File: src/hdl/dbgtr_pkg.sv
// Shared types, codes and constants for the debug breakpoint and opcode trap unit.
`timescale 1ns / 1ps

package dbgtr_pkg;

	// Field widths
	localparam int ACT_W  = 3;
	localparam int ADDR_W = 16;
	localparam int OPC_W  = 8;
	localparam int STAT_W = 2;
	localparam int CNT_W  = 5;

	// Opcode trap map size, one bit per opcode
	localparam int TRAP_ENTRIES = 1 << OPC_W;

	// Default breakpoint table depth
	localparam int BKPT_DEPTH_DEF = 16;

	// Action codes
	localparam logic [ACT_W-1:0] ACT_CHECK    = 3'd0;
	localparam logic [ACT_W-1:0] ACT_ADD      = 3'd1;
	localparam logic [ACT_W-1:0] ACT_REMOVE   = 3'd2;
	localparam logic [ACT_W-1:0] ACT_SET_TRAP = 3'd3;
	localparam logic [ACT_W-1:0] ACT_CLR_TRAP = 3'd4;
	localparam logic [ACT_W-1:0] ACT_CLR_ALL  = 3'd5;

	// Status codes
	localparam logic [STAT_W-1:0] STAT_OK        = 2'd0;
	localparam logic [STAT_W-1:0] STAT_FULL      = 2'd1;
	localparam logic [STAT_W-1:0] STAT_NOT_FOUND = 2'd2;

	// Request beat
	typedef struct packed {
		logic [ACT_W-1:0]  action;
		logic [ADDR_W-1:0] address;
		logic [OPC_W-1:0]  opcode;
		logic              cpu_idle;
	} dbgtr_req_t;

	// Response beat
	typedef struct packed {
		logic              stop;
		logic              breakpoint_hit;
		logic              trap_hit;
		logic [STAT_W-1:0] status;
		logic [CNT_W-1:0]  entry_count;
	} dbgtr_rsp_t;

	// Token that walks the cell row, one cell per cycle
	typedef struct packed {
		logic              active;
		logic [ACT_W-1:0]  action;
		logic [ADDR_W-1:0] address;
		logic              hit;
		logic              found;
	} dbgtr_sweep_t;

	// Trap map commands
	typedef struct packed {
		logic             set;
		logic             clr;
		logic             clr_all;
		logic             rd;
		logic [OPC_W-1:0] opcode;
	} dbgtr_trap_cmd_t;

	// Sequencer states
	typedef enum logic [1:0] {
		S_IDLE,
		S_WALK,
		S_HOLD
	} dbgtr_state_t;

endpackage

File: src/hdl/dbgtr_trap.sv
// Opcode trap map with its wipe sequencer, and the generic RAM that stores the flags.
`timescale 1ns / 1ps

module dbgtr_ram #(
	parameter int Width = 1,
	parameter int Depth = 256,
	parameter int AddrW = 8
) (
	input  logic             clk,
	input  logic             we,
	input  logic [AddrW-1:0] waddr,
	input  logic [Width-1:0] wdata,
	input  logic             re,
	input  logic [AddrW-1:0] raddr,
	output logic [Width-1:0] rdata_q
);

	logic [Width-1:0] mem_q [Depth];

	// Write one word, read one word into the output register
	always_ff @(posedge clk) begin
		if (we) begin
			mem_q[waddr] <= wdata;
		end
		if (re) begin
			rdata_q <= mem_q[raddr];
		end
	end

endmodule

module dbgtr_trap (
	input  logic                       clk,
	input  logic                       arst_n,
	input  dbgtr_pkg::dbgtr_trap_cmd_t cmd,
	output logic                       hit,
	output logic                       busy
);

	localparam int OpcW = dbgtr_pkg::OPC_W;
	localparam logic [OpcW-1:0] LastIdx = OpcW'(dbgtr_pkg::TRAP_ENTRIES - 1);

	logic [OpcW-1:0] wipe_idx_q;
	logic            wipe_q;
	logic            we;
	logic [OpcW-1:0] waddr;
	logic            wdata;

	assign busy = wipe_q;

	// Wipe writes take the port; edits only arrive once the wipe is over
	assign we    = wipe_q || cmd.set || cmd.clr;
	assign waddr = wipe_q ? wipe_idx_q : cmd.opcode;
	assign wdata = !wipe_q && cmd.set;

	// Sweep zeros through the map after reset and on clear all, one opcode per cycle
	always_ff @(posedge clk or negedge arst_n) begin
		if (!arst_n) begin
			wipe_q     <= 1'b1;
			wipe_idx_q <= '0;
		end else if (cmd.clr_all) begin
			wipe_q     <= 1'b1;
			wipe_idx_q <= '0;
		end else if (wipe_q) begin
			wipe_idx_q <= wipe_idx_q + OpcW'(1);
			if (wipe_idx_q == LastIdx) begin
				wipe_q <= 1'b0;
			end
		end
	end

	// Flag storage, read on a check beat and held until the next one
	dbgtr_ram #(
		.Width (1),
		.Depth (dbgtr_pkg::TRAP_ENTRIES),
		.AddrW (OpcW)
	) u_map (
		.clk     (clk),
		.we      (we),
		.waddr   (waddr),
		.wdata   (wdata),
		.re      (cmd.rd),
		.raddr   (cmd.opcode),
		.rdata_q (hit)
	);

endmodule

File: src/hdl/dbgtr_cell.sv
// One breakpoint cell: holds one table entry and passes the token to its neighbour.
`timescale 1ns / 1ps

module dbgtr_cell #(
	parameter int Index = 0,
	parameter int CntW  = 5
) (
	input  logic                              clk,
	input  logic                              arst_n,
	input  dbgtr_pkg::dbgtr_sweep_t           sweep_in,
	input  logic [dbgtr_pkg::ADDR_W-1:0]      right_entry,
	input  logic [CntW-1:0]                   count,
	output dbgtr_pkg::dbgtr_sweep_t           sweep_q,
	output logic [dbgtr_pkg::ADDR_W-1:0]      entry_q
);

	localparam logic [CntW-1:0] IdxC = CntW'(Index);

	logic                            held;
	logic                            match;
	dbgtr_pkg::dbgtr_sweep_t         sweep_d;
	logic [dbgtr_pkg::ADDR_W-1:0]    entry_d;

	// Entry is live only below the count
	assign held  = IdxC < count;
	assign match = held && (entry_q == sweep_in.address);

	// Work on the passing token
	always_comb begin
		sweep_d = sweep_in;
		entry_d = entry_q;
		if (sweep_in.active) begin
			unique case (sweep_in.action)
				dbgtr_pkg::ACT_CHECK: begin
					sweep_d.hit = sweep_in.hit | match;
				end
				dbgtr_pkg::ACT_REMOVE: begin
					// from the first match onwards, pull the right neighbour down
					if (held && (sweep_in.found || match)) begin
						entry_d       = right_entry;
						sweep_d.found = 1'b1;
					end
				end
				dbgtr_pkg::ACT_ADD: begin
					if (IdxC == count) begin
						entry_d = sweep_in.address;
					end
				end
				default: begin
				end
			endcase
		end
	end

	// Advance the token
	always_ff @(posedge clk or negedge arst_n) begin
		if (!arst_n) begin
			sweep_q <= '0;
		end else begin
			sweep_q <= sweep_d;
		end
	end

	// Hold the entry
	always_ff @(posedge clk) begin
		entry_q <= entry_d;
	end

endmodule

File: src/hdl/debug_breakpoint_and_opcode_trap_unit_top.sv
// Top level of the debug breakpoint and opcode trap unit.
//
//   Port group                  Dir  Handshake            Beat
//   req_valid/req_stall/req     in   valid/stall          dbgtr_req_t
//   rsp_valid/rsp_stall/rsp     out  valid/stall          dbgtr_rsp_t
//
// Check, add and remove hold off the next accept while a token walks the row of
// breakpoint cells, one cell per cycle.
// Trap edits and unused codes go straight to the hold state; after clear all the trap map
// is wiped one opcode per cycle before the next accept.
// After reset the request side stalls while the trap map is wiped.
// A result waiting on a stalled rsp holds the unit in its hold state.
`timescale 1ns / 1ps

module debug_breakpoint_and_opcode_trap_unit_top #(
	parameter int BREAKPOINT_DEPTH = dbgtr_pkg::BKPT_DEPTH_DEF
) (
	input  logic                  clk,
	input  logic                  arst_n,
	input  logic                  req_valid,
	output logic                  req_stall,
	input  dbgtr_pkg::dbgtr_req_t req,
	output logic                  rsp_valid,
	input  logic                  rsp_stall,
	output dbgtr_pkg::dbgtr_rsp_t rsp
);

	localparam int CntW = $clog2(BREAKPOINT_DEPTH + 1);
	localparam int ExtW = (CntW > dbgtr_pkg::CNT_W) ? CntW : dbgtr_pkg::CNT_W;
	localparam logic [CntW-1:0] DepthC = CntW'(BREAKPOINT_DEPTH);

	dbgtr_pkg::dbgtr_state_t     state_q, state_d;
	dbgtr_pkg::dbgtr_sweep_t     launch_q;
	dbgtr_pkg::dbgtr_sweep_t     launch_d;
	dbgtr_pkg::dbgtr_sweep_t     sweeps [BREAKPOINT_DEPTH+1];
	logic [dbgtr_pkg::ADDR_W-1:0] entries [BREAKPOINT_DEPTH];
	logic [BREAKPOINT_DEPTH:0]   actv;
	dbgtr_pkg::dbgtr_sweep_t     last;
	dbgtr_pkg::dbgtr_trap_cmd_t  trap_cmd;
	dbgtr_pkg::dbgtr_rsp_t       pend_q;
	dbgtr_pkg::dbgtr_rsp_t       pend_d;
	dbgtr_pkg::dbgtr_rsp_t       rsp_q;
	dbgtr_pkg::dbgtr_rsp_t       rsp_d;
	logic [CntW-1:0]             count_q;
	logic [ExtW-1:0]             count_ext;
	logic                        rsp_valid_q;
	logic                        idle_q;
	logic                        trap_rd;
	logic                        trap_busy;
	logic                        req_fire;
	logic                        walk_item;
	logic                        done;
	logic                        full;
	logic                        rsp_free;
	logic                        launch;
	logic                        move_out;

	assign req_fire  = req_valid && !req_stall;
	assign walk_item = req.action inside {dbgtr_pkg::ACT_CHECK, dbgtr_pkg::ACT_ADD,
		dbgtr_pkg::ACT_REMOVE};
	assign last      = sweeps[BREAKPOINT_DEPTH];
	assign done      = last.active;
	assign full      = count_q == DepthC;
	assign rsp_free  = !rsp_valid_q || !rsp_stall;
	assign count_ext = ExtW'(count_q);

	// Trap map commands come straight from the accepted beat
	assign trap_cmd.set     = req_fire && (req.action == dbgtr_pkg::ACT_SET_TRAP);
	assign trap_cmd.clr     = req_fire && (req.action == dbgtr_pkg::ACT_CLR_TRAP);
	assign trap_cmd.clr_all = req_fire && (req.action == dbgtr_pkg::ACT_CLR_ALL);
	assign trap_cmd.rd      = req_fire && (req.action == dbgtr_pkg::ACT_CHECK);
	assign trap_cmd.opcode  = req.opcode;

	dbgtr_trap u_trap (
		.clk    (clk),
		.arst_n (arst_n),
		.cmd    (trap_cmd),
		.hit    (trap_rd),
		.busy   (trap_busy)
	);

	// Row of breakpoint cells
	assign sweeps[0] = launch_q;

	for (genvar g = 0; g < BREAKPOINT_DEPTH; g++) begin : g_cell
		logic [dbgtr_pkg::ADDR_W-1:0] right;

		if (g == BREAKPOINT_DEPTH - 1) begin : g_end
			assign right = entries[g];
		end else begin : g_mid
			assign right = entries[g+1];
		end

		dbgtr_cell #(
			.Index (g),
			.CntW  (CntW)
		) u_cell (
			.clk         (clk),
			.arst_n      (arst_n),
			.sweep_in    (sweeps[g]),
			.right_entry (right),
			.count       (count_q),
			.sweep_q     (sweeps[g+1]),
			.entry_q     (entries[g])
		);
	end

	for (genvar a = 0; a <= BREAKPOINT_DEPTH; a++) begin : g_actv
		assign actv[a] = sweeps[a].active;
	end

	// Next state
	always_comb begin
		state_d = state_q;
		unique case (state_q)
			dbgtr_pkg::S_IDLE: begin
				if (req_fire) begin
					state_d = walk_item ? dbgtr_pkg::S_WALK : dbgtr_pkg::S_HOLD;
				end
			end
			dbgtr_pkg::S_WALK: begin
				if (done) begin
					state_d = dbgtr_pkg::S_HOLD;
				end
			end
			dbgtr_pkg::S_HOLD: begin
				if (rsp_free) begin
					state_d = dbgtr_pkg::S_IDLE;
				end
			end
			default: begin
				state_d = dbgtr_pkg::S_IDLE;
			end
		endcase
	end

	// State outputs
	always_comb begin
		req_stall = 1'b1;
		launch    = 1'b0;
		move_out  = 1'b0;
		unique case (state_q)
			dbgtr_pkg::S_IDLE: begin
				// hold off requests while the trap map is being wiped
				req_stall = trap_busy;
				launch    = req_fire && walk_item;
			end
			dbgtr_pkg::S_WALK: begin
			end
			dbgtr_pkg::S_HOLD: begin
				move_out = rsp_free;
			end
			default: begin
			end
		endcase
	end

	// Build the token for the cell row
	always_comb begin
		launch_d         = '0;
		launch_d.active  = launch;
		launch_d.action  = req.action;
		launch_d.address = req.address;
	end

	// Sequencer and control registers
	always_ff @(posedge clk or negedge arst_n) begin
		if (!arst_n) begin
			state_q     <= dbgtr_pkg::S_IDLE;
			launch_q    <= '0;
			count_q     <= '0;
			rsp_valid_q <= 1'b0;
		end else begin
			state_q  <= state_d;
			launch_q <= launch_d;

			// Track the number of held breakpoints
			if (trap_cmd.clr_all) begin
				count_q <= '0;
			end else if (done && (last.action == dbgtr_pkg::ACT_ADD) && !full) begin
				count_q <= count_q + CntW'(1);
			end else if (done && (last.action == dbgtr_pkg::ACT_REMOVE) && last.found) begin
				count_q <= count_q - CntW'(1);
			end

			// Output beat valid
			if (move_out) begin
				rsp_valid_q <= 1'b1;
			end else if (!rsp_stall) begin
				rsp_valid_q <= 1'b0;
			end
		end
	end

	// Build the pending result; the trap flag was read at accept and is held
	always_comb begin
		pend_d = pend_q;
		if (req_fire && !walk_item) begin
			pend_d = '{stop: 1'b0, breakpoint_hit: 1'b0, trap_hit: 1'b0,
				status: dbgtr_pkg::STAT_OK, entry_count: '0};
		end else if (done) begin
			pend_d = '{stop: 1'b0, breakpoint_hit: 1'b0, trap_hit: 1'b0,
				status: dbgtr_pkg::STAT_OK, entry_count: '0};
			case (last.action)
				dbgtr_pkg::ACT_CHECK: begin
					pend_d.breakpoint_hit = last.hit;
					pend_d.trap_hit       = trap_rd;
					pend_d.stop           = idle_q || last.hit || trap_rd;
				end
				dbgtr_pkg::ACT_ADD: begin
					pend_d.status = full ? dbgtr_pkg::STAT_FULL : dbgtr_pkg::STAT_OK;
				end
				dbgtr_pkg::ACT_REMOVE: begin
					pend_d.status = last.found ? dbgtr_pkg::STAT_OK
						: dbgtr_pkg::STAT_NOT_FOUND;
				end
				default: begin
				end
			endcase
		end
	end

	// Output beat with the settled count
	always_comb begin
		rsp_d             = pend_q;
		rsp_d.entry_count = count_ext[dbgtr_pkg::CNT_W-1:0];
	end

	// Capture check operands, the pending result and the output beat
	always_ff @(posedge clk) begin
		if (req_fire) begin
			idle_q <= req.cpu_idle;
		end

		pend_q <= pend_d;

		if (move_out) begin
			rsp_q <= rsp_d;
		end
	end

	assign rsp_valid = rsp_valid_q;
	assign rsp       = rsp_q;

	// At most one token in the cell row
	a_one_token: assert property (@(posedge clk) disable iff (!arst_n)
		$onehot0(actv))
		else $error("more than one token in the cell row");

	// Count never passes the table depth
	a_count_range: assert property (@(posedge clk) disable iff (!arst_n)
		count_q <= DepthC)
		else $error("breakpoint count beyond depth");

	// A token leaves the row only during a walk
	a_done_in_walk: assert property (@(posedge clk) disable iff (!arst_n)
		done |-> (state_q == dbgtr_pkg::S_WALK))
		else $error("token left the row outside a walk");

	// Clear all empties the table
	a_clear_all: assert property (@(posedge clk) disable iff (!arst_n)
		trap_cmd.clr_all |=> (count_q == '0))
		else $error("clear all left breakpoints held");

	// A free output takes the pending result
	a_hold_out: assert property (@(posedge clk) disable iff (!arst_n)
		move_out |=> rsp_valid_q && (state_q == dbgtr_pkg::S_IDLE))
		else $error("pending result not presented");

endmodule

File: config.mk
export PLATFORM = sky130hd
export DESIGN_NAME = debug_breakpoint_and_opcode_trap_unit_top
export DESIGN_NICKNAME = d
export VERILOG_FILES = /design/src/hdl/dbgtr_pkg.sv /design/src/hdl/dbgtr_trap.sv /design/src/hdl/dbgtr_cell.sv /design/src/hdl/debug_breakpoint_and_opcode_trap_unit_top.sv
export SDC_FILE = /design/constraint.sdc
export NUM_CORES = 1
export LEC_CHECK = 0
export BUFFER_PORTS_ARGS = -buffer_cell sky130_fd_sc_hd__buf_4
export CAP_MARGIN = 20
export CORE_ASPECT_RATIO = 1.2
export CORE_MARGIN = 3
export CORE_UTILIZATION = 25
export CTS_BUF_LIST = sky130_fd_sc_hd__clkbuf_4
export CTS_CLUSTER_SIZE = 10
export DETAILED_ROUTE_END_ITERATION = 12
export PLACE_DENSITY = 0.5
export RECOVER_POWER = 50
export SLEW_MARGIN = 20
export SYNTH_ARGS = -nofsm -noshare
export SYNTH_HDL_FRONTEND = slang
export SYNTH_SLANG_ARGS = --single-unit
File: constraint.sdc
create_clock -name clk -period 8.2 [get_ports clk]
set_input_delay 1.64 -clock clk [delete_from_list [all_inputs] [get_ports clk]]
set_output_delay 1.64 -clock clk [all_outputs]
set_load 0.01 [all_outputs]
==> Yosys cells after proc, flatten, opt, wreduce, memory -nomap -nowiden <==
Memories as Yosys holds them, arrays and structs flattened. A register that Yosys moved wholly into a read port is not among the register bits.
Cells that the tools add are included.
{ "word_totals": {"ff_bits": 645, "latchBits": 0, "ram_bits": 256, "romBits": 0, "inputBits": 32, "output_inout_bits": 12, "word_cells": 515, "n_memories": 1} }
{ "classes": {"addsub": 3, "mul": 0, "div": 0, "n_lt_le_gt_ge": 16, "n_eq_ne": 108, "shifts": 0, "muxes": 134, "bitwise": 15, "reduce_logical": 125} }
{ "memory_table": {"columns": ["name", "depth", "word_bits", "read_ports", "rd_clocked_by_memory_dff", "wr", "line", "text"], "rows": [
  ["u_trap.u_map.mem_q", 256, 1, 1, 1, 1, "dbgtr_trap.sv:18", "logic [Width-1:0] mem_q [Depth];"]
]} }
{ "op_table": {"columns": ["operator", "count"], "rows": [
  ["$mux 16", 30],
  ["$pmux 16 s2", 15],
  ["$eq 16x16->1", 16],
  ["$ne 2x1->1 const B", 32],
  ["$reduce_and 4->1", 15],
  ["$mux 1", 59],
  ["$eq 3x2->1 const B", 19],
  ["$eq 3x1->1 const B", 18],
  ["$logic_not 3->1", 18],
  ["$logic_and 1x1->1", 44],
  ["$mux 2", 21],
  ["$eq 4x5->1 const A", 8],
  ["$lt 4x5->1 const A", 8],
  ["$reduce_bool 2->1", 16],
  ["$mux 8", 3],
  ["$eq 3x5->1 const A", 4],
  ["$logic_or 1x1->1", 20],
  ["$lt 3x5->1 const A", 4],
  ["$mux 5", 3],
  ["$or 1x1->1", 15],
  ["$eq 2x5->1 const A", 2],
  ["$lt 1x5->1 const A", 2],
  ["$lt 2x5->1 const A", 2],
  ["$add 8x1->8 const B", 1],
  ["other kinds (17)", 26]
]} }

==> Longest topological paths before layout <==
Gate-level depths: netlist of the first run.
{ "depth": {"ltp_word": 9, "ltp_mapped": 10} }

==> Hierarchy <==
A second synthesis of the first run with hierarchy kept.
{ "unflattened": {"hier_cells": 2440, "hier_area_um2": 37581.0} }
{ "by_module_without_submodules": {"columns": ["mod", "n_inst", "cells_each", "area_per_inst_um2"], "rows": [
  ["dbgtr_ram", 1, 788, 11138.2],
  ["debug_breakpoint_and_opcode_trap_unit_top", 1, 119, 1632.8],
  ["dbgtr_cell (g_cell[2].u_cell)", 1, 91, 1564.0],
  ["dbgtr_cell (g_cell[3].u_cell)", 1, 91, 1557.7],
  ["dbgtr_cell (g_cell[10].u_cell)", 1, 91, 1541.5],
  ["dbgtr_cell (g_cell[15].u_cell)", 1, 91, 1535.2],
  ["dbgtr_cell (g_cell[0].u_cell)", 1, 90, 1529.0],
  ["dbgtr_cell (g_cell[1].u_cell)", 1, 90, 1516.5],
  ["dbgtr_cell (g_cell[11].u_cell)", 1, 92, 1514.0],
  ["dbgtr_cell (g_cell[4].u_cell)", 1, 91, 1512.7],
  ["dbgtr_cell (g_cell[8].u_cell)", 1, 92, 1511.4],
  ["dbgtr_cell (g_cell[9].u_cell)", 1, 124, 1507.7],
  ["dbgtr_cell (g_cell[7].u_cell)", 1, 89, 1503.9],
  ["dbgtr_cell (g_cell[6].u_cell)", 1, 90, 1501.4],
  ["5 more rows", null, null, null]
]} }

==> Worst setup path after synthesis of the first run <==
Ideal clock, no wire load.
{ "synth_path": {"path_type": "input -> register", "start": "input req_valid", "end": "memory u_trap.u_map.mem_q[0], data pin", "setup_time_ns": 1.408, "t_arrival_ns": 8.017, "required_ns": 6.792, "slack_ns": -1.226, "path_stages": 3, "n_path_buf": 0, "path_cell_list": "inv_1 > or3_1 > nor2_1"} }
{ "synth_via": {"elab_chain_cells": 3} }
{ "synth_rtl": {"columns": ["item", "line", "text"], "rows": [
  ["from (decl)", "debug_breakpoint_and_opcode_trap_unit_top.sv:20", "input logic req_valid,"],
  ["$logic_and 1x1->1", "debug_breakpoint_and_opcode_trap_unit_top.sv:58", "assign req_fire = req_valid && !req_stall;"],
  ["$logic_and 1x1->1", "debug_breakpoint_and_opcode_trap_unit_top.sv:68", "assign trap_cmd.set = req_fire && (req.action == dbgtr_pkg::ACT_SET_TRAP);"],
  ["$logic_and 1x1->1", "dbgtr_trap.sv:54", "assign wdata = !wipe_q && cmd.set;"],
  ["named net u_trap.u_map.wdata", "dbgtr_trap.sv:12", "input logic [Width-1:0] wdata,"],
  ["to (decl)", "dbgtr_trap.sv:18", null]
]} }
The timed path passes the listed nets, and every way through them passes these cells.

==> out/results.ini, run 1 <==
[sta]
finalCriticalPeriod_ns = 5.009
slew_headroom = -1.619
finClkSkew_ns = 0.08275
setup_viol = 0
rsz0062_at_grt = false
layout_worst_path_cycle_share = 0.6108
report.final.slew_viol_count = 208
worstMarginPinSlew_ns = 3.928
finalHoldViolCount = 0
fmax_mhz = 199.6
setup_tns_ns = 0

[clock_tree]
hold_buffers = 0
cts_buffer_depth = 3
cts.sinks = 902
cts_tree = done
cts.htree.levels = 4
postCtsSetupRepairBufs = 0
cts.clk_slew.worst_paths_ns = 0.07
cts_resized = 0
cts_root_buf = clkbuf_4
worstSkewPairLatency_ns = 1.13
cts_buffers = 220

[route]
ant_nets = 0
drt-total-wl_um = 84900
drc = 0
vias = 20140
routedLengthMet1_um = 35930
wl_met2_um = 42560
drt_iter0_markers = 1293
firstDrtPassIters = 5
highest_layer = met4
wl_met3_um = 3682
via_per_inst = 4.278
wl_per_cell_um = 18.03

[floorplanning]
core_um2 = 143600
dieArea_um2 = 149700
initial_core_util = 0.2526
die_h_um = 423.2
io_pins = 44
fp.dieW_um = 353.7
rows = 152

[synth]
avgSynthCellArea_um2 = 15.21
yosysTopAreaCell = edfxtp_1
ys_types = 67
yosysMostFrequentCell = edfxtp_1
synthTopCellsByCount = edfxtp_1 (524), dfrtp_1 (372), nor2_1 (313), mux2_2 (244), xor2_1 (156)
netlist_area_um2 = 36270
async_reset_ff_frac = 0.4135
ys_seq_area_frac = 0.6940
synthTopCellsByArea = edfxtp_1 (43%), dfrtp_1 (26%), mux2_2 (7.6%), xor2_1 (3.8%), nor2_1 (3.2%)
synth_top_area_share = 0.4338
syn_inst = 2384
synth_seq_cells = 902
synthFlopType = edfxtp_1
synth_edf_count = 524
syn_nets = 2422
ys_warn_count = 0

[final_layout]
fillers = 14620
drive_gt1_frac = 0.2565
post-route-util = 0.2913
fin_nets = 2636
syn2layout_area_growth_pct = 15.32

[global_route]
grt_pass1_wl_um = 131300
antenna_found_initial = 1
overflow = 0
grt_start_max_net_pins = 257
grt_usage = 0.1139
grt_pass1_vias = 21720

[power_and_ir_drop]
switching_share = 0.2780
p_switching_mw = 2.811
seq_power_share = 0.513
combPwrFrac = 0.100
internal-power_mw = 7.303
leakage_nw = 14.91
ir_drop_uv = 137.1
power.share.clock = 0.388
powerDensity_nw_per_um2 = 241.8

[outcome]
status = finished, violations left
violations = max-capacitance violations, max-slew violations

[setup_path]
cp_cell_sequence = buf_8 > clkbuf_2
slowest_stage = clkbuf_2
end_kind = async pin
crit_buf_inv = 2
crit_type = input port to async pin
critPathArrivalTime_ns = 5.23
setup.worst_path.start_class = input port
cp.required_ns = 8.42
max_stage_delay_ns = 2.62
worstPathMaxFanout = 155
crit_family = buffers and inverters

[placement]
numPortBuffers = 43
gp_congestion = 0.7567
dp_hpwl_um = 54670

[worst_hold_path]
hp-class = flop to flop

[flow_run]
maxCapViolations = 3

## path summary, 6_finish.rpt
| check | startpoint | to | slack, ns | cells after the start |
|---|---|---|---|---|
| setup / recovery | arst_n | g_cell[14].u_cell.sweep_q[4] | 3.19 | 2 |
| hold / removal | g_cell[9].u_cell.sweep_q[6] | g_cell[10].u_cell.sweep_q[6] | 0.38 | 0 |
| setup reg to reg | u_trap.busy | u_trap.u_map.mem_q[34] | 4.42 | 6 |
| hold reg to reg | g_cell[9].u_cell.sweep_q[6] | g_cell[10].u_cell.sweep_q[6] | 0.38 | 0 |
| max in group clk | u_trap.busy | req_stall | 3.62 | 2 |
| min in group asynchronous | arst_n | launch_q[5] | 0.55 | 1 |
## metrics by stage
| step | setup WS, ns | hold WS [ns] | cells | area, µm² | total power [mW] |
|---|---|---|---|---|---|
| final | 3.191 | 0.3754 | 4708 | 41820 | 10.11 |
| after global routing | 2.332 | 0.3822 | 4706 | 41820 | 10.65 |
| after CTS | 3.864 | 0.3593 | 4705 | 42000 | 10.31 |
| after detailed placement | 3.393 | 0.3708 | 4301 | 38990 | 6.310 |
| after global placement | 3.317 | 0.3665 | 4301 | 38980 | 6.306 |
| after floorplan | 1.537 | 0.3546 | 2384 | 36270 | 5.842 |
## state kept, by name, summed over array words and instances (netlist names)
name,flops
u_trap.busy,1
actv,1
idle_q,1
state_q,2
count_ext,5
g_cell.u_cell.entry_q,256
rsp,10
u_trap.u_map.rdata_q,1
u_trap.u_map.mem_q,256
u_trap.wipe_idx_q,8
g_cell.u_cell.sweep_q,336
rsp_valid,1
pend_q,5
launch_q,19
## area by class of cell
class	count	area, µm²	area share
Clock buffer	338	2537	0.06067
Tap cell	1925	2409	0.05759
Multi-Input combinational cell	1366	10590	0.2531
Clock inverter	66	466.7	0.01116
Inverter	25	93.84	0.002244
Antenna cell	3	7.507	0.0001795
Timing Repair Buffer	83	554.3	0.01325
Sequential cell	902	25170	0.6018
## kinds of logic after synthesis
family,count (synthesis),synth area share
XOR/XNOR,266,0.06424
flip-flops,902,0.6940
adder cells (fa/ha/maj),6,0.002070
multiplexers,345,0.1186
AO/OA/AOI/OAI,154,0.02967
buffers and inverters,116,0.01477
AND/OR/NAND/NOR,595,0.07666
## cell usage in the layout, fill, tap and decap left out, drive strengths merged, types with 7 or more instances in the layout
cell and count:
nor2 314, xor2 156, mux2i 60, nand2b 14
a21boi 7, nor3b 23, a21oi 26, nand2 69
clkbuf 378, dfrtp 372, nor3 24, xnor2 110
inv 30, nand3b 8, edfxtp 524, nand3 24
mux2 245, o21bai 10, o22ai 26, buf 43
o41ai 11, nand4 39, nor4 50, mux4 40
clkinv 54, o21ai 25
## power by group through the flow
stage | Sequential, mW | Combinational, mW | Clock (mW)
2_1_floorplan | 5.15 | 0.691 | 0
3_3_place_gp | 5.28 | 1.02 | 0
3_5_place_dp | 5.28 | 1.03 | 0
4_1_cts | 5.19 | 1.03 | 4.09
5_1_grt | 5.21 | 1.11 | 4.33
6_report | 5.19 | 1.01 | 3.92
## worst register-to-register path, delay by kind of cell, from the launching register on
kind            cells  cell delay, ns
compound gates      1            0.47
simple gates        5            1.63
flops               1            1.39
## metal layers
metal	GRT usage	vias to the layer above
li1	-	9289
met1	0.1379	10220
met2	0.1937	451
met3	0.02572	175
met4	0.04986	0
met5	0	-
Note: power is estimated with default switching activity, not from simulation.
==> run 2, diff against run 1 <==
PLACE_DENSITY = 0.49   (was 0.5)
clock period = 5.1 ns   (was 8.2 ns; I/O delays follow)
==> out/results.ini, run 2 (synthesis results as in run 1) <==
[global_route]
antenna_found_initial = 3  ; +2
overflow = 0  ; unchanged
grt_pass1_vias = 21590  ; -0.58%
grt_pass1_wl_um = 133700  ; +1.8%
grt_usage = 0.1168  ; +0.002883
grt_start_max_net_pins = 111  ; -57%

[sta]
setup_viol = 0  ; unchanged
report.final.slew_viol_count = 101  ; -51%
worstMarginPinSlew_ns = 2.879  ; -1.049 ns
fin_ws_ns = 1.365  ; -1.826 ns
finalHoldViolCount = 0  ; unchanged
rsz0062_at_grt = false
hold_ws_ns = 0.3271  ; -0.04826 ns
slew_headroom = -0.9197  ; +0.6993
finalCriticalPeriod_ns = 3.735
finClkSkew_ns = 0.07678  ; -0.005973 ns
fmax_mhz = 267.8
setup_tns_ns = 0  ; unchanged
layout_worst_path_cycle_share = 0.7323

[final_layout]
final_common_cell = edfxtp_1
drive_gt1_frac = 0.2575  ; +0.001004
syn2layout_area_growth_pct = 16.08
largest_reg_flops = 336  ; unchanged
fin_nets = 2664  ; +1.1%
reg_top3 = g_cell.u_cell.sweep_q x336, g_cell.u_cell.entry_q x256, u_trap.u_map.mem_q x256
final_cells = 4743  ; +0.74%
final_cell_mix = edfxtp_1 (524), dfrtp_1 (372), clkbuf_4 (348)
regMostFlops = g_cell.u_cell.sweep_q

[power_and_ir_drop]
seq_power_share = 0.517  ; +0.004
ir_drop_uv = 212.1  ; +55%
combPwrFrac = 0.099  ; about the same
switching_share = 0.2805  ; +0.002488
power_mw = 16.19  ; +60%
p_switching_mw = 4.542  ; +62%
powerDensity_nw_per_um2 = 384.7  ; +59%
leakage_nw = 15.02  ; +0.78%
internal-power_mw = 11.65  ; +60%
power.share.clock = 0.384  ; -0.004

[clock_tree]
cts.sinks = 902  ; unchanged
cts_buffer_depth = 3  ; unchanged
cts.clk_slew.worst_paths_ns = 0.08  ; about the same
postCtsSetupRepairBufs = 0  ; unchanged
cts_root_buf = clkbuf_4
cts.htree.levels = 4  ; unchanged
worstSkewPairLatency_ns = 1.16  ; +0.03 ns
cts_resized = 0  ; unchanged
cts_buffers = 221  ; +0.45%
cts_tree = done

[worst_hold_path]
hp-class = flop to flop

[setup_path]
setup.worst_path.start_class = input port
crit_type = input port to async pin
critPathArrivalTime_ns = 4.72  ; -0.51 ns
end_kind = async pin
worstPathMaxFanout = 103  ; -34%
cp.required_ns = 6.08  ; -2.34 ns

[floorplanning]
dieArea_um2 = 149700  ; unchanged
initial_core_util = 0.2526  ; unchanged
fp.dieW_um = 353.7  ; unchanged
core_um2 = 143600  ; unchanged
rows = 152  ; unchanged
die_h_um = 423.2  ; unchanged
io_pins = 44  ; unchanged

[placement]
numPortBuffers = 43  ; unchanged
gp_congestion = 0.7645  ; +1.0%
place_inst = 4306  ; +0.12%
dp_hpwl_um = 56380  ; +3.1%
place_ws_ns = 1.298  ; -2.095 ns

[route]
firstDrtPassIters = 5  ; unchanged
wl_per_cell_um = 18.30  ; +1.5%
drt-total-wl_um = 86790  ; +2.2%
ant_nets = 0  ; unchanged
drc = 0  ; unchanged
drt_iter0_markers = 1201  ; -7.1%
vias = 20270  ; +0.64%
via_per_inst = 4.273  ; -0.10%

[flow_run]
maxCapViolations = 1  ; -2

[outcome]
violations = max-capacitance violations, max-slew violations
status = finished, violations left

[run 2: cell count changes in the layout (fill, tap and decap cells not counted), moves of 3 or more]
cell / previous run / this run
clkbuf_4: 354 / 348
buf_12: 1 / 5
clkbuf_1: 23 / 20
buf_4: 41 / 44
dlygate4sd3_1: 0 / 22
clkinv_2: 10 / 15
diode_2: 3 / 10
clkinv_1: 41 / 46
mux2_1: 4 / 0
mux2_2: 240 / 244
[run 2: power by group through the flow]
stage / clock [mW] / sequential (mW) / combinational, mW
after floorplan: 0 / 8.28 / 1.11
after global placement: 0 / 8.53 / 1.60
after detailed placement: 0 / 8.53 / 1.62
after CTS: 6.48 / 8.38 / 1.64
after global routing: 6.85 / 8.41 / 1.77
final: 6.22 / 8.37 / 1.61
[run 2: repair_timing]
action	CTS	global route
endpoints found under the hold margin	120	0
setup endpoints to repair	0	0
hold buffers	22	0
[run 2: critical path, cell delays in order]
cell and delay [ns]:
dlygate4sd3_1 0.52, clkbuf_2 1.99, clkbuf_1 1.10
[run 2: path summary, 6_finish.rpt]
path / start / end / slack, ns / depth (start not counted)
worst max-delay path: arst_n / g_cell[8].u_cell.sweep_q[11] / 1.37 / 3
worst min-delay path: g_cell[4].u_cell.sweep_q[21] / g_cell[5].u_cell.sweep_q[21] / 0.33 / 0
worst min register to register: g_cell[4].u_cell.sweep_q[21] / g_cell[5].u_cell.sweep_q[21] / 0.33 / 0
min in group asynchronous: arst_n / launch_q[13] / 1.30 / 2
max in group clk: count_ext[2] / g_cell[1].u_cell.entry_q[0] / 1.41 / 5
worst max register to register: count_ext[2] / g_cell[1].u_cell.entry_q[0] / 1.41 / 5
[run 2: metrics by stage]
stage,util,cell area [µm²]
after floorplan,-,36280
after global placement,0.2720,39050
after detailed placement,0.2722,39090
final,0.2932,42100
after global routing,0.2932,42100
after CTS,0.2941,42230
[run 2: final cells by class]
cell class / instances / area (µm²)
Fill cell: 14610 / 101500
Sequential cell: 902 / 25170
Multi-Input combinational cell: 1366 / 10600
Clock buffer: 332 / 2492
Tap cell: 1925 / 2409
Timing Repair Buffer: 110 / 883.3
Clock inverter: 73 / 430.4
Inverter: 25 / 93.84
Antenna cell: 10 / 25.02
[run 2: layer usage]
| metal | wire length [µm] | up-vias | track usage |
|---|---|---|---|
| met5 | 0 | - | 0 |
| met4 | 2202 | 0 | 0.04053 |
| li1 | - | 9357 | - |
| met2 | 44060 | 434 | 0.2011 |
| met1 | 36370 | 10310 | 0.1396 |
| met3 | 4164 | 166 | 0.03240 |
==> run 3, diff against run 2 <==
clock period = 3.89 ns   (was 5.1 ns; I/O delays follow)
==> out/results.ini, run 3 (synthesis results as in run 1) <==
[outcome]
status = finished, violations left
violations = max-capacitance violations, max-slew violations

[final_layout]
final_cells = 4774  ; +0.65%
drive_gt1_frac = 0.2614  ; +0.003897
reg_top3 = g_cell.u_cell.sweep_q x336, g_cell.u_cell.entry_q x256, u_trap.u_map.mem_q x256
regArea_um2 = 25170  ; unchanged
final_common_cell = edfxtp_1
syn2layout_area_growth_pct = 16.88
fillers = 14550  ; -0.42%
largest_reg_flops = 336  ; unchanged
regMostFlops = g_cell.u_cell.sweep_q
fin_nets = 2694  ; +1.1%
multi_input_area_um2 = 10600  ; about the same
post-route-util = 0.2952  ; +0.002022
final_cell_mix = edfxtp_1 (524), dfrtp_1 (372), clkbuf_4 (345)

[setup_path]
r2r_slack_ns = 0.81  ; -0.60 ns
worstPathMaxFanout = 16  ; -84%
slowest_stage = dfrtp_1
setup.worst_path.start_class = flop
r2r-end = g_cell[12].u_cell.entry_q[5]
worstRegToRegCells = 9  ; +4
critPathArrivalTime_ns = 3.91  ; -0.81 ns
max_stage_delay_ns = 0.55  ; -1.44 ns
r2r-start = count_ext[2]
end_kind = flop
cp_cell_sequence = clkbuf_1 > nand2_1 > o21bai_1 > nand2_1 > nor4_1 > buf_4 > o2111ai_1 > a21boi_1 > buf_4
crit_type = flop to flop
cp.required_ns = 4.72  ; -1.36 ns

[worst_hold_path]
hp-start = req[13]
hp-class = input port to flop
hold_path_depth = 2  ; +2
hold_path_end = launch_q[6]

[route]
ant_nets = 0  ; unchanged
via_per_inst = 4.268  ; -0.12%
drt-total-wl_um = 86290  ; -0.58%
wl_per_cell_um = 18.07  ; -1.2%
highest_layer = met4
drt_iter0_markers = 1294  ; +7.7%
wl_met3_um = 4207  ; +1.0%
routedLengthMet1_um = 36580  ; +0.58%
wl_met2_um = 43140  ; -2.1%
firstDrtPassIters = 5  ; unchanged
vias = 20380  ; +0.53%
drc = 0  ; unchanged

[global_route]
grt_pass1_vias = 21750  ; +0.71%
grt_pass1_wl_um = 132900  ; -0.63%
antenna_found_initial = 3  ; unchanged
grt_usage = 0.1155  ; -0.001230
overflow = 0  ; unchanged
grt_start_max_net_pins = 145  ; +31%

[placement]
gp_congestion = 0.7960  ; +4.1%
numPortBuffers = 43  ; unchanged
dp_hpwl_um = 57080  ; +1.2%
place_inst = 4333  ; +0.63%

[sta]
layout_worst_path_cycle_share = 0.7913
fmax_mhz = 324.9
rsz0062_at_grt = false
finalHoldViolCount = 0  ; unchanged
finalCriticalPeriod_ns = 3.078
slew_headroom = -0.3465  ; +0.5732
setup_viol = 0  ; unchanged
report.final.slew_viol_count = 65  ; -36%
worstMarginPinSlew_ns = 2.020  ; -0.8597 ns
setup_tns_ns = 0  ; unchanged
hold_ws_ns = 0.3047  ; -0.02244 ns
finClkSkew_ns = 0.08526  ; +0.008481 ns

[power_and_ir_drop]
power_mw = 21.41  ; +32%
internal-power_mw = 15.45  ; +33%
switching_share = 0.2784  ; -0.002108
ir_drop_uv = 348.5  ; +64%
p_switching_mw = 5.959  ; +31%
combPwrFrac = 0.107  ; +0.008
seq_power_share = 0.508  ; -0.009
powerDensity_nw_per_um2 = 505.0  ; +31%
power.share.clock = 0.385  ; about the same
leakage_nw = 15.16  ; +0.92%

[floorplanning]
initial_core_util = 0.2526  ; unchanged
core_um2 = 143600  ; unchanged
die_h_um = 423.2  ; unchanged
rows = 152  ; unchanged
dieArea_um2 = 149700  ; unchanged
io_pins = 44  ; unchanged
fp.dieW_um = 353.7  ; unchanged

[clock_tree]
worstSkewPairLatency_ns = 1.17  ; about the same
cts_tree = done
cts_root_buf = clkbuf_4
cts.htree.levels = 4  ; unchanged
cts_buffer_depth = 3  ; unchanged
cts.sinks = 902  ; unchanged
cts_buffers = 221  ; unchanged
cts_resized = 0  ; unchanged
cts.clk_slew.worst_paths_ns = 0.07  ; about the same

[flow_run]
maxCapViolations = 1  ; unchanged

==> run 3: cell count changes in the layout (fill, tap and decap cells not counted), moves of 4 or more <==
cell / previous run / this run
buf_4: 44 / 68
clkinv_2: 15 / 9
clkinv_1: 46 / 50
diode_2: 10 / 14
==> run 3: power by group through the flow <==
| stage | logic (mW) | registers [mW] | clock network, mW |
|---|---|---|---|
| after floorplan | 1.48 | 10.9 | 0 |
| after global placement | 2.32 | 11.1 | 0 |
| after detailed placement | 2.32 | 11.1 | 0 |
| after CTS | 2.35 | 10.9 | 8.60 |
| after global routing | 2.51 | 10.9 | 9.13 |
| final | 2.28 | 10.9 | 8.24 |
==> run 3: how the worst max path moves through the flow <==
stage | from | to | slack, ns | cells past startpoint
after floorplan | u_trap.busy | u_trap.u_map.mem_q[0] | -0.07 | 5
after global placement | req[2] | u_trap.u_map.rdata_q | 0.48 | 8
after detailed placement | req[2] | u_trap.u_map.rdata_q | 0.49 | 8
after CTS | state_q[1] | req_stall | 0.75 | 2
after global routing | arst_n | launch_q[16] | 0.61 | 3
final | count_ext[2] | g_cell[12].u_cell.entry_q[5] | 0.81 | 9
==> run 3: what timing repair did <==
item / 4_1_cts / 5_1_grt
setup buffers: 0 / 0
hold buffers: 25 / 0
endpoints found under the setup margin: 0 / 0
hold endpoints to repair: 244 / 0
==> run 3: worst max-delay path, delay by kind of cell, from the launching register on <==
| family | cells | cell delay [ns] |
|---|---|---|
| compound gates | 3 | 0.59 |
| flops | 1 | 0.55 |
| buf+inv | 3 | 0.95 |
| simple gates | 3 | 0.67 |
==> run 3: cell type report <==
class,count,area share
Clock buffer,330,0.05844
Inverter,25,0.002214
Timing Repair Buffer,140,0.02659
Antenna cell,14,0.0008265
Sequential cell,902,0.5938
Tap cell,1925,0.05682
Multi-Input combinational cell,1366,0.2501
Clock inverter,72,0.01125
==> run 3: layer usage <==
metal / vias to the layer above / GRT usage
met3: 172 / 0.02917
met1: 10310 / 0.1408
met2: 480 / 0.1949
met5: - / 0
met4: 0 / 0.04666
li1: 9413 / -
==> run 3: through the flow <==
| stage | cell area (µm²) | worst slack [ns] |
|---|---|---|
| detailed placement | 39330 | 0.4875 |
| floorplan | 36300 | -0.06682 |
| CTS | 42530 | 0.7519 |
| finish | 42390 | 0.8119 |
| global route | 42380 | 0.6073 |
| global placement | 39330 | 0.4787 |
